$ cat config.mk
export PLATFORM = sky130hd
export DESIGN_NAME = task_runtime_profiler
export DESIGN_NICKNAME = d
export VERILOG_FILES = /design/src/trp_pkg.sv /design/src/trp_ram.sv /design/src/trp_ctrl.sv /design/src/task_runtime_profiler.sv
export SDC_FILE = /design/constraint.sdc
export NUM_CORES = 1
export LEC_CHECK = 0
export BUFFER_PORTS_ARGS = -buffer_cell sky130_fd_sc_hd__buf_2
export CAP_MARGIN = 25
export CORE_MARGIN = 4
export CORE_UTILIZATION = 46
export DETAILED_ROUTE_END_ITERATION = 6
export GPL_TIMING_DRIVEN = 0
export MAX_ROUTING_LAYER = met4
export PLACE_DENSITY = 0.69
export SETUP_SLACK_MARGIN = 0.3
export SLEW_MARGIN = 30
export SYNTH_ARGS = -nofsm -noshare
export SYNTH_HDL_FRONTEND = slang
export SYNTH_HIERARCHICAL = 1
export SYNTH_SLANG_ARGS = --single-unit
export TNS_END_PERCENT = 20
$ cat constraint.sdc
create_clock -name clk -period 6 [get_ports clk]
set_clock_uncertainty 0.1 [all_clocks]
set_input_delay 0.6 -clock clk [delete_from_list [all_inputs] [get_ports clk]]
set_output_delay 0.6 -clock clk [all_outputs]
set_load 0.01 [all_outputs]
$ cat src/trp_pkg.sv
// Package for the task run-time profiler: table size, widths, action and result codes.
// Shared by the controller and the top level. No dependencies.
package trp_pkg;

  localparam int MAX_TASKS = 8;
  localparam int CW = $clog2(MAX_TASKS + 1);
  localparam int AW = (MAX_TASKS > 1) ? $clog2(MAX_TASKS) : 1;
  localparam int IDW = 8;
  localparam int TW = 32;

  localparam logic [TW-1:0] HDR_BASE = TW'(4);
  localparam logic [TW-1:0] ENTRY_LEN = TW'(5);

  typedef enum logic [2:0] {
    ACT_REGISTER = 3'd0,
    ACT_START    = 3'd1,
    ACT_END      = 3'd2,
    ACT_ABORT    = 3'd3,
    ACT_REPORT   = 3'd4
  } act_t;

  typedef enum logic [2:0] {
    KIND_REGISTERED = 3'd0,
    KIND_REFUSED    = 3'd1,
    KIND_HEADER     = 3'd2,
    KIND_TOTAL      = 3'd3,
    KIND_ENTRY      = 3'd4
  } kind_t;

  typedef enum logic [2:0] {
    ST_IDLE,
    ST_EXEC,
    ST_ADD,
    ST_TOTAL,
    ST_ENTRY
  } state_t;

  typedef struct packed {
    kind_t            kind;
    logic [IDW-1:0]   entry_id;
    logic [TW-1:0]    value;
    logic             last;
  } rslt_t;

  typedef struct packed {
    logic             id_we;
    logic             sum_we;
    logic [AW-1:0]    waddr;
    logic [AW-1:0]    raddr;
    logic [IDW-1:0]   id_wdata;
    logic [TW-1:0]    sum_wdata;
  } mem_req_t;

endpackage

$ cat src/trp_ram.sv
// Generic single-port-write, single-port-read RAM with a registered read.
// No dependencies.
module trp_ram #(
  parameter int WIDTH = 8,
  parameter int DEPTH = 8,
  localparam int AW = (DEPTH > 1) ? $clog2(DEPTH) : 1
) (
  input  logic             clk,
  input  logic             we,
  input  logic [AW-1:0]    waddr,
  input  logic [WIDTH-1:0] wdata,
  input  logic [AW-1:0]    raddr,
  output logic [WIDTH-1:0] rdata
);

  logic [WIDTH-1:0] mem [DEPTH];

  always_ff @(posedge clk) begin
    if (we) begin
      mem[waddr] <= wdata;
    end
    rdata <= mem[raddr];
  end

endmodule

$ cat src/trp_ctrl.sv
// Profiler controller: event decode, run timing, table read-modify-write and report walk.
// Depends on trp_pkg; drives the id and sum memories through a mem_req_t.
module trp_ctrl
  import trp_pkg::*;
(
  input  logic           clk,
  input  logic           rst,
  input  logic           evt_valid,
  output logic           evt_ready,
  input  logic [2:0]     action,
  input  logic [2:0]     slot,
  input  logic [IDW-1:0] task_id,
  input  logic [TW-1:0]  time_now,
  output logic           rslt_valid,
  input  logic           rslt_ready,
  output rslt_t          rslt,
  output mem_req_t       mreq,
  input  logic [IDW-1:0] id_rdata,
  input  logic [TW-1:0]  sum_rdata
);

  state_t         state, state_next;
  logic [2:0]     act_r;
  logic [2:0]     slot_r;
  logic [IDW-1:0] tid_r;
  logic [TW-1:0]  now_r;
  logic [TW-1:0]  elapsed, elapsed_next;
  logic           do_sum, do_sum_next;
  logic [AW-1:0]  idx, idx_next;
  logic [CW-1:0]  task_count, task_count_next;
  logic [TW-1:0]  run_start_time, run_start_time_next;
  logic           run_open, run_open_next;
  logic [TW-1:0]  total_time, total_time_next;
  logic           entry_last;

  assign entry_last = ((CW'(idx) + CW'(1)) == task_count);

  always_ff @(posedge clk) begin
    if (rst) begin
      state          <= ST_IDLE;
      task_count     <= '0;
      run_start_time <= '0;
      run_open       <= 1'b0;
      total_time     <= '0;
    end else begin
      state          <= state_next;
      task_count     <= task_count_next;
      run_start_time <= run_start_time_next;
      run_open       <= run_open_next;
      total_time     <= total_time_next;
    end
  end

  always_ff @(posedge clk) begin
    if (state == ST_IDLE && evt_valid) begin
      act_r  <= action;
      slot_r <= slot;
      tid_r  <= task_id;
      now_r  <= time_now;
    end
    elapsed <= elapsed_next;
    do_sum  <= do_sum_next;
    idx     <= idx_next;
  end

  always_comb begin
    state_next          = state;
    task_count_next     = task_count;
    run_start_time_next = run_start_time;
    run_open_next       = run_open;
    total_time_next     = total_time;
    elapsed_next        = elapsed;
    do_sum_next         = do_sum;
    idx_next            = idx;
    evt_ready           = 1'b0;
    rslt_valid          = 1'b0;
    rslt                = '0;
    mreq                = '0;
    mreq.raddr          = idx;

    unique case (state)
      ST_IDLE: begin
        evt_ready = 1'b1;
        if (evt_valid) begin
          state_next = ST_EXEC;
        end
      end

      ST_EXEC: begin
        unique case (act_t'(act_r))
          ACT_REGISTER: begin
            rslt_valid = 1'b1;
            rslt.last  = 1'b1;
            if (task_count < CW'(MAX_TASKS)) begin
              rslt.kind      = KIND_REGISTERED;
              rslt.value     = TW'(task_count);
              mreq.id_we     = 1'b1;
              mreq.sum_we    = 1'b1;
              mreq.waddr     = AW'(task_count);
              mreq.id_wdata  = tid_r;
              mreq.sum_wdata = '0;
              if (rslt_ready) begin
                task_count_next = task_count + CW'(1);
              end
            end else begin
              rslt.kind = KIND_REFUSED;
            end
            if (rslt_ready) begin
              state_next = ST_IDLE;
            end
          end
          ACT_START: begin
            run_start_time_next = now_r;
            run_open_next       = 1'b1;
            state_next          = ST_IDLE;
          end
          ACT_END, ACT_ABORT: begin
            if (run_open) begin
              elapsed_next  = now_r - run_start_time;
              do_sum_next   = (act_t'(act_r) == ACT_END) &&
                              (8'(slot_r) < 8'(task_count));
              mreq.raddr    = AW'(slot_r);
              run_open_next = 1'b0;
              state_next    = ST_ADD;
            end else begin
              state_next = ST_IDLE;
            end
          end
          ACT_REPORT: begin
            rslt_valid = 1'b1;
            rslt.kind  = KIND_HEADER;
            rslt.value = HDR_BASE + TW'(task_count) * ENTRY_LEN;
            if (rslt_ready) begin
              state_next = ST_TOTAL;
            end
          end
          default: begin
            state_next = ST_IDLE;
          end
        endcase
      end

      ST_ADD: begin
        total_time_next = total_time + elapsed;
        if (do_sum) begin
          mreq.sum_we    = 1'b1;
          mreq.waddr     = AW'(slot_r);
          mreq.sum_wdata = sum_rdata + elapsed;
        end
        state_next = ST_IDLE;
      end

      ST_TOTAL: begin
        rslt_valid = 1'b1;
        rslt.kind  = KIND_TOTAL;
        rslt.value = total_time;
        rslt.last  = (task_count == '0);
        mreq.raddr = '0;
        if (rslt_ready) begin
          total_time_next = '0;
          idx_next        = '0;
          state_next      = (task_count == '0) ? ST_IDLE : ST_ENTRY;
        end
      end

      ST_ENTRY: begin
        rslt_valid    = 1'b1;
        rslt.kind     = KIND_ENTRY;
        rslt.entry_id = id_rdata;
        rslt.value    = sum_rdata;
        rslt.last     = entry_last;
        if (rslt_ready) begin
          mreq.sum_we    = 1'b1;
          mreq.waddr     = idx;
          mreq.sum_wdata = '0;
          mreq.raddr     = AW'(CW'(idx) + CW'(1));
          idx_next       = AW'(CW'(idx) + CW'(1));
          if (entry_last) begin
            state_next = ST_IDLE;
          end
        end
      end

      default: begin
        state_next = ST_IDLE;
      end
    endcase
  end

endmodule

$ cat src/task_runtime_profiler.sv
// Top level of the task run-time profiler: controller, id and sum memories, result register.
// Depends on trp_pkg, trp_ram and trp_ctrl.
//
//   Channel  Handshake              Payload
//   event    evt_valid, evt_ready   action, slot, task_id, time_now
//   result   res_valid, res_ready   kind, entry_id, value, last
//
// An event is accepted in ST_IDLE and executed in ST_EXEC; ending or aborting an open run
// adds ST_ADD, which adds the run time to the total and, for a run end of a registered
// slot, does the read-modify-write of the slot sum. A report gives a header, the total and
// one entry per task, one result per cycle from the sum memory's read port while the result
// side does not stall. Reset needs no clearing pass: a slot sum is zeroed at registration.
module task_runtime_profiler
  import trp_pkg::*;
(
  input  logic           clk,
  input  logic           rst,
  input  logic           evt_valid,
  output logic           evt_ready,
  input  logic [2:0]     action,
  input  logic [2:0]     slot,
  input  logic [IDW-1:0] task_id,
  input  logic [TW-1:0]  time_now,
  output logic           res_valid,
  input  logic           res_ready,
  output logic [2:0]     kind,
  output logic [IDW-1:0] entry_id,
  output logic [TW-1:0]  value,
  output logic           last
);

  logic           rslt_valid;
  logic           rslt_ready;
  rslt_t          rslt;
  mem_req_t       mreq;
  logic [IDW-1:0] id_rdata;
  logic [TW-1:0]  sum_rdata;

  trp_ctrl u_ctrl (
    .clk        (clk),
    .rst        (rst),
    .evt_valid  (evt_valid),
    .evt_ready  (evt_ready),
    .action     (action),
    .slot       (slot),
    .task_id    (task_id),
    .time_now   (time_now),
    .rslt_valid (rslt_valid),
    .rslt_ready (rslt_ready),
    .rslt       (rslt),
    .mreq       (mreq),
    .id_rdata   (id_rdata),
    .sum_rdata  (sum_rdata)
  );

  trp_ram #(.WIDTH(IDW), .DEPTH(MAX_TASKS)) u_id_ram (
    .clk   (clk),
    .we    (mreq.id_we),
    .waddr (mreq.waddr),
    .wdata (mreq.id_wdata),
    .raddr (mreq.raddr),
    .rdata (id_rdata)
  );

  trp_ram #(.WIDTH(TW), .DEPTH(MAX_TASKS)) u_sum_ram (
    .clk   (clk),
    .we    (mreq.sum_we),
    .waddr (mreq.waddr),
    .wdata (mreq.sum_wdata),
    .raddr (mreq.raddr),
    .rdata (sum_rdata)
  );

  assign rslt_ready = !res_valid || res_ready;

  always_ff @(posedge clk) begin
    if (rst) begin
      res_valid <= 1'b0;
    end else if (rslt_ready) begin
      res_valid <= rslt_valid;
    end
  end

  always_ff @(posedge clk) begin
    if (rslt_ready && rslt_valid) begin
      kind     <= rslt.kind;
      entry_id <= rslt.entry_id;
      value    <= rslt.value;
      last     <= rslt.last;
    end
  end

endmodule
## Word-level counts from Yosys, hierarchy flattened

Memory sizes are Yosys's and may differ from the RTL's. A register that Yosys moved wholly into a read port is not among the register bits.
Cells that the tools add are included.

| cells by class | value |
|---|---|
| magnitude comparators | 2 |
| equal/unequal tests | 15 |
| multiplexer cells | 43 |
| reduce and logical (&&, ||, !) cells | 21 |
| multipliers | 1 |
| add/sub/neg operators | 6 |

Operators by type and width:

| operator | count |
|---|---|
| $pmux W32 S2 | 3 |
| $pmux W33 S3 | 1 |
| $mux W40 | 2 |
| $add A32 B32 Y32 | 2 |
| $mux W32 | 2 |
| $sub A32 B32 Y32 | 1 |
| $mux W3 | 10 |
| $pmux W3 S3 | 3 |
| $eq A3 B2 Y1 const B | 4 |
| $pmux W3 S2 | 2 |
| $pmux W3 S4 | 1 |
| $pmux W4 S3 | 1 |
| $mux W5 | 2 |
| $mux W1 | 9 |
| $add A3 B7 Y8 const A | 1 |
| $mux W4 | 2 |
| $mux W8 | 1 |
| $mul A4 B3 Y7 const B | 1 |
| $mux W7 | 1 |
| $eq A3 B1 Y1 const B | 2 |
| $eq A3 B3 Y1 const B | 2 |
| $logic_not A3 Y1 | 2 |
| $ne A2 B2 Y1 const B | 3 |
| $ne A3 B3 Y1 const B | 2 |
| other kinds (18) | 28 |

| storage, ports and cells | value |
|---|---|
| memory bits (writable) | 320 |
| logic and storage cells | 107 |
| input port bits | 50 |
| memories | 2 |
| flip-flop bits (word level) | 199 |
| output and inout bits | 46 |

Memories:

| name | depth | bits a word | rd ports | clocked after memory_dff | write ports | line | text |
|---|---|---|---|---|---|---|---|
| u_sum_ram.mem | 8 | 32 | 1 | 1 | 1 | trp_ram.sv:16 | `logic [WIDTH-1:0] mem [DEPTH];` |
| u_id_ram.mem | 8 | 8 | 1 | 1 | 1 | trp_ram.sv:16 |  |

## Depth between registers and ports, before layout

| logic depth | value |
|---|---|
| word-level depth | 6 |
| mapped depth | 12 |
| depth with buffers taken out | 12 |

## Modules after synthesis

Netlist, hierarchy kept.

By module, submodules not included:

| module | cells an instance | seq. area each (um2) | area each (um2) | times used |
|---|---|---|---|---|
| trp_ctrl | 1,250 | 3,903.7 | 11,079.4 | 1 |
| trp_ram at u_sum_ram | 415 | 8,328.0 | 10,466.3 | 1 |
| trp_ram at u_id_ram | 114 | 2,082.0 | 2,691.3 | 1 |
| task_runtime_profiler | 49 | 1,341.3 | 1,376.3 | 1 |

## Least setup slack after synthesis

OpenSTA, ideal clock, no wires.

| timing | value |
|---|---|
| path kind | reg2reg |
| start point | reg u_ctrl.state[1] |
| end point | mem u_sum_ram/mem[4][0] in the netlist's numbering (enable) |
| period minus slack after synthesis | 4,493 ps |
| library setup time | 461 ps |
| arrival | 3,932 ps |
| path buffers | 2 |
| data required time | 5,439 ps |
| cell stages (with the launch flop) | 9 |
| setup slack | 1,507 ps |
| cells stage by stage | dfxtp_1 > buf_2 > nor3b_1 > and2_1 > clkbuf_1 > a32oi_1 > o41ai_1 > nand2_1 > nor3_1 |

RTL lines:

| item | line | text |
|---|---|---|
| start: declaration | trp_ctrl.sv:22 | `state_t state, state_next;` |
| start signal: assignment | trp_ctrl.sv:46 | `state <= state_next;` |
| end: declaration | trp_ram.sv:16 |  |

==> flow_summary.yaml <==
synthesis:
  syn-cell-area_um2: 25600
  async_reset_ff_frac: 0
  syn_nets: 1989
  synth_cells: 1828
  synthesis.yosys.warnings: 6
  avgSynthCellArea_um2: 14.0
  dominantRegCellSynth: "edfxtp_1"
  synth_enable_flop_cells: 446
  synth-seq-cells: 559
  yosysSeqAreaShare: 0.611
  ys_types: 83
floorplanning:
  dieHeight_um: 244
  die-area_um2: 59500
  floorplan.die.width_um: 244
  rows: 86
  area_of_the_core_um2: 55100
  top_level_ports: 96
  start_util: 0.465
flow_run:
  max-cap-violations: 0
cts:
  cts_htree_levels: 2
  clk_transition_reported_paths_ns: 0.06
  clock_tree_from_tritoncts: "done"
  hold_fix_buffer_count_after_cts: 0
  tritoncts_buffer_count: 56
  cts_max_path_buffers: 3
  cts_resized: 0
  clock_insertion_delay_worst_skew_ns: 0.62
  postCtsSetupBuffers: 0
  cts.sinks: 559
  ctsRootBufferMaster: "clkbuf_16"
drt:
  drtAntennaViolNets: 0
  vias: 16000
  number_of_design_rule_violations_left_after_detail_routing: 0
  top_routing_layer_in_use: "met4"
  drtPass1Iterations: 5
  met3RoutedLength_um: 3320
  detail_route.wirelength_um: 61300
  dr_wl_met2_um: 29400
  drt_iter0_markers: 1392
  route.detailed.wl_per_inst_um: 21.9
  route.layer.met1.wl_um: 26500
  avgViaCountPerCell: 5.71
timing:
  rsz_0062_raised_after_global_routing: "no"
  final_min_period_over_clock_period: 0.752
  setup_viol: 0
  clock.fmax_mhz: 222
  final.setup.tns_ns: 0
  worstMarginPinSlew_ns: 1.00
  final-max-slew-violation-count: 0
  relSlewSlack: 0.330
  timing.final.hold_violations: 0
  period_needed_ns: 4.51
global_routing:
  grtUsageTotal: 0.211
  antenna_found_initial: 1
  grt_first_pass_wirelength_um: 93800
  maximum_number_of_pins_on_one_net_before_global_route_repair: 47
  globalRoute.totalOverflow: 0
  via_count_of_the_first_global_routing_pass: 16000
worst_setup_path:
  crit_fanout: 10
  setup.worst_path.start_class: "register"
  worstPathRequired_ns: 6.21
  timing_worst_setup_path_type: "register to register"
  worstSetupEndpointType: "register"
  cp.arrival_ns: 4.72
finish:
  area_delta_synth_final_pct: 15.1
  final_nets: 2165
  finalCoreUtilization: 0.535
  final_layout_size_suffix_gt1_frac: 0.165
outcome:
  result_of_the_run: "complete, no violations"
pwr:
  power_per_cell_area_nw_per_um2: 305
  peakVddDrop_v: 0.000252
  p_leak_nw: 10.8
worst_hold_path:
  worstHoldPathType: "input pin to register"
place:
  hpwl_um: 43800
  numPortBuffers: 95
  gpl_congestion: 0.919
[state kept, by name, indices dropped and copies added (netlist names), 4 cells and up]
name,flops
u_id_ram/mem,64
u_sum_ram/rdata,32
u_ctrl/elapsed,32
u_id_ram/rdata,8
entry_id,8
u_ctrl/total_time,32
value,32
u_ctrl/tid_r,8
u_sum_ram/mem,256
u_ctrl/task_count,4
u_ctrl/run_start_time,32
u_ctrl/now_r,32
[kinds of logic (layout without fill, tap and decap cells)]
kind of cell               count (synthesis)  after routing  synth area share
and+or+nand+nor                          414            414            0.0780
xor gates and xnor gates                  77             77            0.0263
buffers and inverters                    142            366            0.0247
muxes                                    125            125            0.0980
other                                      0              1                 0
adders and majority gates                111            111            0.0554
DFF                                      559            559             0.611
AOI/OAI and AO/OA                        400            400             0.106
[layer usage]
layer,GRT usage,vias up
met2,0.338,480
met3,0.0286,125
met4,0.0763,0
li1,-,7417
met5,-,-
met1,0.278,7974
[worst max-delay path: stages (launching register included)]
cell and delay (ns):
dfxtp_1 0.29, buf_2 0.16, nor2_1 0.63, nand2_1 0.27
clkinv_1 0.18, clkbuf_1 0.48, a32oi_1 0.19, o41ai_1 0.19
nand2_1 0.40, nor3_2 0.58, buf_4 0.30, buf_4 0.21
buf_4 0.21
[power by group]
group	leakage [nW]	switching [mW]	internal (mW)
Clock	0.946	1.51	2.13
Combinational	4.83	0.565	0.385
Sequential	5.06	0.0732	4.32
[synthesized netlist by cell type, types with 6 or more instances]
master / number / share of area
nand3b_1: 6 / 0.0018
xnor2_1: 48 / 0.016
edfxtp_1: 446 / 0.52
and2_1: 14 / 0.0034
and3_1: 22 / 0.0054
inv_1: 67 / 0.0098
ha_1: 107 / 0.052
xor2_1: 29 / 0.0099
mux4_1: 55 / 0.056
mux2_2: 41 / 0.018
o21a_1: 12 / 0.0035
o21ai_0: 56 / 0.011
buf_2: 11 / 0.0021
a21oi_1: 123 / 0.024
nand4_1: 8 / 0.0020
dfxtp_1: 113 / 0.088
nor2_1: 105 / 0.015
o211ai_1: 9 / 0.0026
clkbuf_1: 48 / 0.0070
mux4_2: 25 / 0.022
nor3_1: 30 / 0.0059
buf_6: 9 / 0.0040
nand2b_1: 24 / 0.0059
o21bai_1: 12 / 0.0035
a22o_1: 42 / 0.014
nor2b_1: 16 / 0.0039
nand3_1: 28 / 0.0055
nand2_1: 133 / 0.019
a31oi_1: 9 / 0.0022
a211oi_1: 16 / 0.0047
a22oi_1: 20 / 0.0059
a21o_1: 50 / 0.015
[placed cells by master, fill, tap and decap left out, drive strengths merged, types with 32 or more instances in the layout]
cell type | netlist | final
a21o | 50 | 50
a21oi | 125 | 125
a22o | 42 | 42
buf | 25 | 143
clkbuf | 49 | 121
dfxtp | 113 | 113
edfxtp | 446 | 446
ha | 107 | 107
inv | 67 | 71
mux2 | 41 | 41
mux4 | 80 | 80
nand2 | 133 | 133
nor2 | 105 | 105
nor3 | 32 | 32
o21ai | 59 | 59
xnor2 | 48 | 48
[per-stage QoR]
step	worst slack, ns	power (mW)	hold WS (ns)	cell area, µm²	std cells
4_1_cts	1.53	9.06	0.00244	29500	2800
5_1_grt	1.24	9.32	0.0158	29500	2801
6_report	1.49	8.98	0.0493	29500	2801
3_3_place_gp	-2.08	5.39	0.343	27000	2671
2_1_floorplan	1.51	5.12	0.336	25600	1828
3_5_place_dp	1.59	5.42	0.346	27500	2694
[worst paths after layout]
check | cells past startpoint | slack, ns | to | from
min reg2reg | 2 | 0.35 | u_ctrl/run_start_time[23] | u_ctrl/run_start_time[23]
max | 12 | 1.49 | u_sum_ram/mem[4][11] | u_ctrl/state[1]
max reg2reg | 12 | 1.49 | u_sum_ram/mem[4][11] | u_ctrl/state[1]
min | 2 | 0.05 | res_valid | rst
[cell type report]
class	count	area [µm²]
clock inverter	34	405
buffer	74	377
clock buffer	72	1530
tap	748	936
antenna	1	2.50
inverter	68	255
fill	4529	25600
sequential	559	15700
timing repair buffer	118	905
multi-input combinational	1127	9410
No activity file was read; power rests on OpenSTA's default activity.
